[config.mk]
export PLATFORM = sky130hd
export DESIGN_NAME = hpt_prep
export DESIGN_NICKNAME = d
export VERILOG_FILES = /design/src/rtl/core/hpt_pkg.sv /design/src/rtl/core/hpt_prep.sv
export SDC_FILE = /design/constraint.sdc
export NUM_CORES = 1
export LEC_CHECK = 0
export BUFFER_PORTS_ARGS = -buffer_cell sky130_fd_sc_hd__buf_2
export CORE_AREA = 2 2 283 285
export DETAILED_ROUTE_END_ITERATION = 7
export DIE_AREA = 0 0 285 287
export GPL_TIMING_DRIVEN = 1
export HOLD_SLACK_MARGIN = 0.08
export SYNTH_ARGS = -nofsm -noshare
export SYNTH_HDL_FRONTEND = slang
export SYNTH_SLANG_ARGS = --single-unit
[constraint.sdc]
create_clock -name clock -period 7.09 [get_ports clock]
set_input_delay 1.418 -clock clock [delete_from_list [all_inputs] [get_ports clock]]
set_output_delay 1.418 -clock clock [all_outputs]
set_load 0.02 [all_outputs]
[src/rtl/core/hpt_pkg.sv]
package hpt_pkg;

   localparam int FRAC_BITS_DEF = 16;
   localparam int NUM_REGS      = 8;
   localparam int MAT_IDX_W     = $clog2(NUM_REGS);
   localparam int CSR_IDX_W     = 4;
   localparam int CSR_DATA_W    = 64;
   localparam int COORD_W       = 32;
   localparam int PROD_W        = 2 * COORD_W;
   // exact row sum: three products plus the offset term, with headroom
   localparam int SW            = PROD_W + 2;
   // quotient bits produced by the divider
   localparam int Q_W           = COORD_W;
   // divider working width: divisor shifted by the full quotient width
   localparam int AW            = SW + Q_W;

   localparam logic [1:0] STATUS_OK    = 2'd0;
   localparam logic [1:0] STATUS_SAT   = 2'd1;
   localparam logic [1:0] STATUS_WZERO = 2'd2;

   localparam logic [COORD_W-1:0] S32_MAX = 32'h7fff_ffff;
   localparam logic [COORD_W-1:0] S32_MIN = 32'h8000_0000;

   typedef logic [NUM_REGS-1:0][CSR_DATA_W-1:0] mat_type;

   typedef struct packed {
      logic signed [COORD_W-1:0] point_x;
      logic signed [COORD_W-1:0] point_y;
      logic signed [COORD_W-1:0] point_z;
   } req_type;

   typedef struct packed {
      logic signed [COORD_W-1:0] result_x;
      logic signed [COORD_W-1:0] result_y;
      logic signed [COORD_W-1:0] result_z;
      logic [1:0]                status;
   } rsp_type;

   // per lane: result already settled (bypass), its value and saturation flag
   typedef struct packed {
      logic               byp;
      logic               sat;
      logic               neg;
      logic [COORD_W-1:0] val;
   } lane_side_type;

   typedef struct packed {
      lane_side_type [2:0] lane;
      logic                zero_w;
   } div_side_type;

   // coefficient m[row][col]; low half holds the even column
   function automatic logic signed [COORD_W-1:0] coef(mat_type m, int row, int col);
      logic [CSR_DATA_W-1:0] r;
      r = m[MAT_IDX_W'(row * 2 + (col >> 1))];
      return signed'(((col & 1) != 0) ? r[CSR_DATA_W-1:COORD_W] : r[COORD_W-1:0]);
   endfunction

endpackage

[src/rtl/core/hpt_prep.sv]
module hpt_prep #(
   parameter int FRAC_BITS = hpt_pkg::FRAC_BITS_DEF
) (
   input  logic                             clock,
   input  logic                             reset,
   input  logic                             en,
   input  logic                             in_valid,
   input  logic [3:0][hpt_pkg::SW-1:0]      in_sum,
   output logic                             out_valid,
   output logic [2:0][hpt_pkg::AW-1:0]      out_rem,
   output logic [hpt_pkg::SW-1:0]           out_dvs,
   output hpt_pkg::div_side_type            out_side
);
   import hpt_pkg::*;

   logic                 vld_ff;
   logic [2:0][AW-1:0]   rem_ff, rem_in;
   logic [SW-1:0]        dvs_ff, dvs_in;
   div_side_type         side_ff, side_in;

   logic signed [SW-1:0] rw;
   logic signed [SW-1:0] rv;
   logic                 unity;
   logic [AW-1:0]        dshift;
   logic [SW-1:0]        un;
   logic                 neg_v;
   logic                 fits;
   logic                 presat;
   logic                 neg_q;

   always_comb begin
      rw        = signed'(in_sum[3]);
      side_in   = '0;
      side_in.zero_w = (rw == '0);
      unity     = (rw == (SW'(1) <<< FRAC_BITS));
      dvs_in    = rw[SW-1] ? SW'(-rw) : SW'(rw);
      dshift    = AW'(dvs_in) << Q_W;
      rv = '0; un = '0; neg_v = 1'b0; fits = 1'b0; presat = 1'b0; neg_q = 1'b0;
      for (int k = 0; k < 3; k++) begin
         rv     = signed'(in_sum[k]);
         neg_v  = rv[SW-1];
         un     = neg_v ? SW'(-rv) : SW'(rv);
         rem_in[k] = AW'(un) << FRAC_BITS;
         presat = (rem_in[k] >= dshift);
         fits   = (&rv[SW-1:COORD_W-1]) | ~(|rv[SW-1:COORD_W-1]);
         neg_q  = neg_v ^ rw[SW-1];
         side_in.lane[k].neg = neg_q;
         if (side_in.zero_w) begin
            side_in.lane[k].byp = 1'b1;
            side_in.lane[k].val = neg_v ? S32_MIN : S32_MAX;
         end else if (unity) begin
            side_in.lane[k].byp = 1'b1;
            side_in.lane[k].sat = ~fits;
            side_in.lane[k].val = fits ? rv[COORD_W-1:0] : (neg_v ? S32_MIN : S32_MAX);
         end else if (presat) begin
            // quotient needs more than Q_W bits
            side_in.lane[k].byp = 1'b1;
            side_in.lane[k].sat = 1'b1;
            side_in.lane[k].val = neg_q ? S32_MIN : S32_MAX;
         end
      end
   end

   always_ff @(posedge clock) begin
      if (reset) begin
         vld_ff <= 1'b0;
      end else if (en) begin
         vld_ff <= in_valid;
      end
   end

   always_ff @(posedge clock) begin
      if (en) begin
         rem_ff  <= rem_in;
         dvs_ff  <= dvs_in;
         side_ff <= side_in;
      end
   end

   assign out_valid = vld_ff;
   assign out_rem   = rem_ff;
   assign out_dvs   = dvs_ff;
   assign out_side  = side_ff;

endmodule

==> metrics.md, run 1 <==
| Metric | Value |
|---|---|
| Fmax | 0.144 GHz |
| CTS Sinks | 371 |
| Combinational share of power | 23.9% |
| Hold crit path type | flip-flop to flip-flop |
| Met2 Use GR | 37.6% |
| EDFF count, synth | 370 |
| Vias/cell | 5.13 |
| H-tree Lvls | 2 |
| Total track usage | 23.5% |
| Die X | 285 µm |
| CP Cell Sequence | buf_2 -> or3_1 -> or3_1 -> or4b_2 -> or3_1 -> nor2_4 -> nand2b_4 -> o31ai_2 -> xnor2_1 -> ha_1 -> nand4_1 -> nor4b_2 -> buf_4 -> nand3_1 -> or4_1 -> or4b_2 -> o211ai_1 -> nor4b_2 -> buf_4 -> o2bb2ai_4 -> clkbuf_16 -> a21o_1 |
| Core Footprint | 78600 µm² |
| Period utilisation layout | 97.7% |
| CTS root buf | clkbuf_16 |
| Input/output buffers | 638 |
| DR pass1 iterations | 5 |
| CP endpoint kind | flip-flop |
| HPWL after DPL | 81300 µm |
| Initial Util | 29.0% |
| Largest area contributor in the netlist | edfxtp_1 |
| Worst setup path category | input port to flip-flop |
| Final ANT Viol Nets | 0 |
| Most used cell, CP | or3_1 |
| Pin count of the biggest net entering global routing | 119 |
| Worst Hold Depth | 2 |
| R2R depth | 2 |
| Syn Inst Count | 2038 |
| Async SR Flop Fraction | 0% |
| Seq pwr share | 38.6% |
| Seq cells post-synth | 371 |
| Area contributors post-synth | edfxtp_1, ha_1, xnor2_1, a21o_1, buf_4 |
| CP max stage cell | or4b_2 |
| Min setup slack post-route | 0.165 ns |
| Met3 GRT Util | 5.05% |
| Worst r2r dst | out_valid$_SDFFE_PP0P_ |
| Setup TNS | 0 ns |
| Worst Path Max Fanout | 8 |
| GPL Wtd Cong | 0.915 |
| Routed vias | 20030 |
| First-pass GRT wire length | 138000 µm |
| Ys flop type | edfxtp_1 |
| Pins Over Slew Limit | 0 |
| Met1 usage | 31.6% |
| Slew @ Worst Pin | 1.07 ns |
| Sequential share of the synthesized area | 48.7% |
| CTS tree | done |
| IO Count | 735 |
| Lkg Pwr | 12.8 nW |
| Max-cap violations | 0 |
| Max incr delay on CP | 0.63 ns |
| Switching share of total power | 32.2% |
| Status | completed |
| Worst Path Arrival | 7.39 ns |
| Skew-Pair Late Insertion Delay | 0.59 ns |
| Worst Clk Skew | 0 ns |
| Most Crowded Layer GR | met2 |
| Synthesized area per cell | 11.2 µm² |
| DR WL/cell | 26.0 µm |
| Worst VDD drop | 0.148 mV |
| Hold path endpoint | out_valid$_SDFFE_PP0P_ |
| Final Net Count | 3236 |
| Share of layout cells above drive strength 1 | 32.3% |
| Area share of the largest cell type after synthesis | 48.7% |
| Fill cells | 7852 |
| Die height | 287 µm |
| GR Overflow Total | 0 |
| Final Setup Violations | 0 |
| Cell Int Power | 4.77 mW |
| Vias in the first global route | 18851 |
| Worst r2r src | out_valid$_SDFFE_PP0P_ |
| Hold Crit Start | out_valid$_SDFFE_PP0P_ |
| Placement Cell Area | 28000 µm² |
| Die area | 81800 µm² |
| Routed WL | 101000 µm |
| R2R Setup Slk | 6.50 ns |
| Initial antenna violation count | 5 |
| DR iter-0 viols | 1673 |
| Worst path required time | 7.55 ns |
| Netlist cell types | 67 |
| Final min period | 6.93 ns |
| Layout area overhead | 30.4% |
| Psw | 2.26 mW |
| Fin area | 29800 µm² |
| Residual DRC | 0 |
| Placement row count | 103 |
| Slew margin rel. | 28.4% |
| CTS Buffer Depth | 3 |
| Hold Fails Final Rpt | 0 |
| CTS Buf Count | 48 |
| Power share of the clock group | 37.5% |
| Most frequent cells in the layout | buf_2, edfxtp_1, xnor2_1 |
| Warnings from Yosys | 0 |
| Reg clk slew, reported paths | 0.06 ns |
| Commonest non-fill, non-tap cell in the layout | buf_2 |
| Startpoint Class | input port |
| Mapped cell area | 22800 µm² |
| PD cells | 236 nW/µm² |
| Pre-CTS setup slack | -0.598 ns |
==> worst max-delay path, delay by kind of cell <==
family                   cells  cell delay (ns)
AND/OR/NAND/NOR             12             3.90
AO/OA/AOI/OAI                4             0.94
buffers and inverters        4             0.68
adder cells (fa/ha/maj)      1             0.32
XOR/XNOR                     1             0.13
==> metal layers <==
metal / vias to the layer above / share of wire (%)
li1: 9114 / -
met1: 9795 / 43
met2: 974 / 46
met3: 141 / 8.0
met4: 6 / 3.4
met5: - / 0.039
==> power by group through the flow <==
| stage | combinational (mW) | clock, mW | sequential [mW] |
|---|---|---|---|
| 6_report | 1.68 | 2.64 | 2.71 |
| 5_1_grt | 1.81 | 2.78 | 2.73 |
| 4_1_cts | 1.69 | 2.70 | 2.72 |
| 3_5_place_dp | 1.68 | 0 | 2.76 |
| 3_3_place_gp | 1.67 | 0 | 2.76 |
| 2_1_floorplan | 0.630 | 0 | 3.00 |
==> how the worst max path moves through the flow <==
stage                                   endpoint  slack [ns]  depth (start not counted)         from
after CTS                 out_side[51]$_DFFE_PP_        0.01                         22   in_sum[84]
after global routing      out_side[37]$_DFFE_PP_       -0.06                         22  in_sum[111]
after global placement    out_side[61]$_DFFE_PP_       -0.51                         22   in_sum[84]
after detailed placement  out_side[51]$_DFFE_PP_       -0.60                         22   in_sum[84]
after floorplan           out_side[37]$_DFFE_PP_        0.18                         20   in_sum[81]
final                     out_side[42]$_DFFE_PP_        0.16                         22  in_sum[111]
==> what timing repair did <==
item,in CTS,in global routing
resized for setup,0,16
hold endpoints to repair,0,0
hold buffers,0,0
setup buffers,0,0
endpoints found under the setup margin,0,60
==> layout make-up <==
type / instances / area (µm²) / area share (%)
clock inverters: 31 / 434 / 1.46
multi-input cells: 1527 / 10900 / 36.7
diodes: 2 / 5.00 / 0.0168
inverters: 71 / 267 / 0.895
flip-flops and latches: 371 / 11100 / 37.4
clock buffers: 57 / 1230 / 4.15
well taps: 1050 / 1310 / 4.41
repair buffers: 793 / 4470 / 15.0
==> synthesized netlist by cell type (36+ instances only) <==
| library cell | n |
|---|---|
| nor3_1 | 49 |
| ha_1 | 156 |
| or3_1 | 45 |
| o21ai_0 | 108 |
| edfxtp_1 | 370 |
| or4_1 | 36 |
| a21oi_1 | 58 |
| a21o_1 | 128 |
| o31ai_1 | 82 |
| nor2_1 | 60 |
| xnor2_1 | 222 |
| clkbuf_1 | 52 |
| inv_1 | 71 |
| nand4_1 | 73 |
| nand2_1 | 126 |
| buf_4 | 96 |
==> per-stage QoR <==
stage                     std cells  power [mW]  util [%]  hold slack [ns]
after floorplan                2133        3.63         -            0.579
after global placement         3809        4.43      35.6            0.477
after detailed placement       3809        4.44      35.6            0.506
after CTS                      3897        7.10      37.7            0.520
after global routing           3901        7.32      37.9            0.553
final                          3902        7.03      37.9            0.517
==> state kept, by name (all words and copies together) (netlist names) <==
register / flops
out_dvs: 66
out_rem: 198
out_side: 106
out_valid: 1
==> cells by family (layout without fill, tap and decap cells) <==
logic type | Yosys count | count (layout) | synth area share [%]
AOI/OAI and AO/OA | 461 | 461 | 13.8
adders and majority gates | 156 | 156 | 8.55
and+or+nand+nor | 557 | 557 | 13.5
buffers and inverters | 235 | 952 | 5.49
other | 1 | 98 | 0.0164
DFF | 371 | 371 | 48.7
muxes | 4 | 4 | 0.181
xor gates and xnor gates | 253 | 253 | 9.70
Power figures use the tool's default switching activity.
==> inputs of run 2 (changes only) <==
--- a/config.mk
+++ b/config.mk
@@ -6,9 +6,9 @@
 export NUM_CORES = 1
 export LEC_CHECK = 0
 export BUFFER_PORTS_ARGS = -buffer_cell sky130_fd_sc_hd__buf_2
-export CORE_AREA = 2 2 283 285
+export CORE_AREA = 2 2 285 287
 export DETAILED_ROUTE_END_ITERATION = 7
-export DIE_AREA = 0 0 285 287
+export DIE_AREA = 0 0 287 289
 export GPL_TIMING_DRIVEN = 1
 export HOLD_SLACK_MARGIN = 0.08
 export SYNTH_ARGS = -nofsm -noshare
==> constraint.sdc (replaced) <==
create_clock -name clock -period 8.21 [get_ports clock]
set_input_delay 1.642 -clock clock [delete_from_list [all_inputs] [get_ports clock]]
set_output_delay 1.642 -clock clock [all_outputs]
set_load 0.02 [all_outputs]
==> run 2 against run 1 <==
First-iteration DRC count fell by 0.30%. Sequential share of layout area rose by 1.2 points. Wire length fell by 5.2%. Worst setup slack improved by 0.28 ns. Register-to-register slack improved by 1.1 ns. Combinational power fell by 20%. Clock power fell by 19%. Core utilization fell by 1.8 points. Critical path depth fell by 2. Die area rose by 1.4%. Global-route usage fell by 1.4 points. Sequential cell count did not move. Critical path type unchanged. Largest power group unchanged.
==> metrics.md, run 2 (synthesized netlist as in run 1, its figures left out) <==
| Metric | Value |
|---|---|
| Status | completed (unchanged) |
| Routed vias | 19452 (was 20030) |
| FF+latch area | 11100 µm² (unchanged) |
| Worst Path Max Fanout | 31 (was 8) |
| Input/output buffers | 638 (unchanged) |
| Hold Crit Start | out_valid$_SDFFE_PP0P_ (unchanged) |
| Reg clk slew, reported paths | 0.06 ns (about the same) |
| First-pass GRT wire length | 132000 µm (was 138000 µm) |
| Core Footprint | 79900 µm² (was 78600 µm²) |
| Initial Util | 28.6% (was 29.0%) |
| Fin area | 28800 µm² (was 29800 µm²) |
| CTS tree | done (unchanged) |
| Min setup slack post-route | 0.440 ns (was 0.165 ns) |
| Lkg Pwr | 12.2 nW (was 12.8 nW) |
| Most frequent cells in the layout | buf_2, edfxtp_1, xnor2_1 (unchanged) |
| Die height | 289 µm (was 287 µm) |
| Residual DRC | 0 (unchanged) |
| GR Overflow Total | 0 (unchanged) |
| CTS Buf Count | 46 (was 48) |
| IO Count | 735 (unchanged) |
| Fill cells | 8087 (was 7852) |
| Setup TNS | 0 ns (unchanged) |
| Share of layout cells above drive strength 1 | 29.1% (was 32.3%) |
| Worst r2r src | out_valid$_SDFFE_PP0P_ (unchanged) |
| Worst VDD drop | 0.152 mV (was 0.148 mV) |
| Skew-Pair Late Insertion Delay | 0.58 ns (was 0.59 ns) |
| Total track usage | 22.1% (was 23.5%) |
| Slew @ Worst Pin | 1.10 ns (was 1.07 ns) |
| Worst setup path category | input port to flip-flop (unchanged) |
| GPL Wtd Cong | 0.920 (was 0.915) |
| Commonest non-fill, non-tap cell in the layout | buf_2 (unchanged) |
| CP endpoint kind | flip-flop (unchanged) |
| Area occupied by multi-input gates | 10900 µm² (about the same) |
| Fmax | 0.129 GHz |
| Hold_buf cts | 0 (unchanged) |
| PD cells | 202 nW/µm² (was 236 nW/µm²) |
| Placement row count | 104 (was 103) |
| CTS Buffer Depth | 3 (unchanged) |
| Worst path required time | 8.66 ns (was 7.55 ns) |
| HPWL after DPL | 78900 µm (was 81300 µm) |
| Max reg flops | 198 (unchanged) |
| Post-Place Cells | 3719 (was 3809) |
| CTS root buf | clkbuf_16 (unchanged) |
| Pin count of the biggest net entering global routing | 151 (was 119) |
| Vias/cell | 5.10 (was 5.13) |
| CP Launch Point | in_sum[147] (was in_sum[111]) |
| Hold crit path type | flip-flop to flip-flop (unchanged) |
| Layout area overhead | 26.2% (was 30.4%) |
| Initial antenna violation count | 17 (was 5) |
| Die X | 287 µm (was 285 µm) |
| Startpoint Class | input port (unchanged) |
| Placement Cell Area | 27200 µm² (was 28000 µm²) |
| Finished Layout Cells | 3813 (was 3902) |
| Hold Fails Final Rpt | 0 (unchanged) |
| Die area | 82900 µm² (was 81800 µm²) |
| Final min period | 7.77 ns |
| DR pass1 iterations | 5 (unchanged) |
| Period utilisation layout | 94.6% |
| Worst Clk Skew | 0 ns (unchanged) |
| Pre-CTS setup slack | -0.451 ns (was -0.598 ns) |
| Final Net Count | 3131 (was 3236) |
| Final Util | 36.1% (was 37.9%) |
| DR iter-0 viols | 1668 (was 1673) |
| Final Setup Violations | 0 (unchanged) |
| H-tree Lvls | 2 (unchanged) |
| Worst Path Arrival | 8.22 ns (was 7.39 ns) |
| DR WL/cell | 25.2 µm (was 26.0 µm) |
| Pins Over Slew Limit | 0 (unchanged) |
| CTS Sinks | 371 (unchanged) |
| Vias in the first global route | 18457 (was 18851) |
| Max-cap violations | 0 (unchanged) |
| Final ANT Viol Nets | 0 (unchanged) |
| RSZ-0062 raised after global routing | no |
| Routed WL | 96200 µm (was 101000 µm) |
| R2R Setup Slk | 7.63 ns (was 6.50 ns) |
| Slew margin rel. | 25.8% (was 28.4%) |
[run 2: final timing paths]
kind / endpoint / depth (start not counted)
worst min-delay path: out_valid$_SDFFE_PP0P_ / 2
worst max-delay path: out_side[84]$_DFFE_PP_ / 20
worst min register to register: out_valid$_SDFFE_PP0P_ / 2
worst max register to register: out_valid$_SDFFE_PP0P_ / 2
[run 2: repair_timing]
item,4_1_cts,5_1_grt
gates resized for setup,0,2
setup endpoints to repair,0,32
buffers inserted,0,0
[run 2: area by class of cell]
type	count	share of cell area (%)
diodes	9	0.0781
well taps	1060	4.60
flip-flops and latches	371	38.6
repair buffers	690	12.7
inverters	71	0.925
clock inverters	24	1.08
multi-input cells	1527	37.7
clock buffers	61	4.26
[run 2: per-stage QoR]
| stage | hold WS (ns) | power [mW] |
|---|---|---|
| floorplan | 0.579 | 3.13 |
| global placement | 0.471 | 3.71 |
| detailed placement | 0.485 | 3.72 |
| CTS | 0.503 | 5.88 |
| global route | 0.527 | 6.06 |
| finish | 0.499 | 5.82 |
[run 2: critical path, cell delays in order]
cell and delay [ns]:
buf_2 0.12, or4_1 0.59, nor4_1 0.61, nand3_1 0.43, or3_4 0.52, or4_4 0.44
or4_1 0.51, or3_1 0.37, o41ai_2 0.24, xnor2_1 0.16, ha_1 0.30, nand4_1 0.12
nor4_1 0.42, nand3_1 0.38, nor3_1 0.22, and4_1 0.28, a21oi_1 0.15, o32ai_4 0.34
buf_12 0.22, a21o_1 0.12
[run 2: report_power, final]
group	internal, mW	switching [mW]	total [mW]
sequential	2.29	0.0549	2.34
clock	1.28	0.859	2.13
combinational	0.425	0.924	1.35
total	3.99	1.84	5.82
[run 2: layer usage]
layer,GRT usage [%],vias to the layer above,part of all wire [%]
li1,-,8932,-
met1,28.1,9513,41
met2,38.3,865,49
met3,4.24,126,7.4
met4,5.85,16,2.5
met5,0,-,0.10
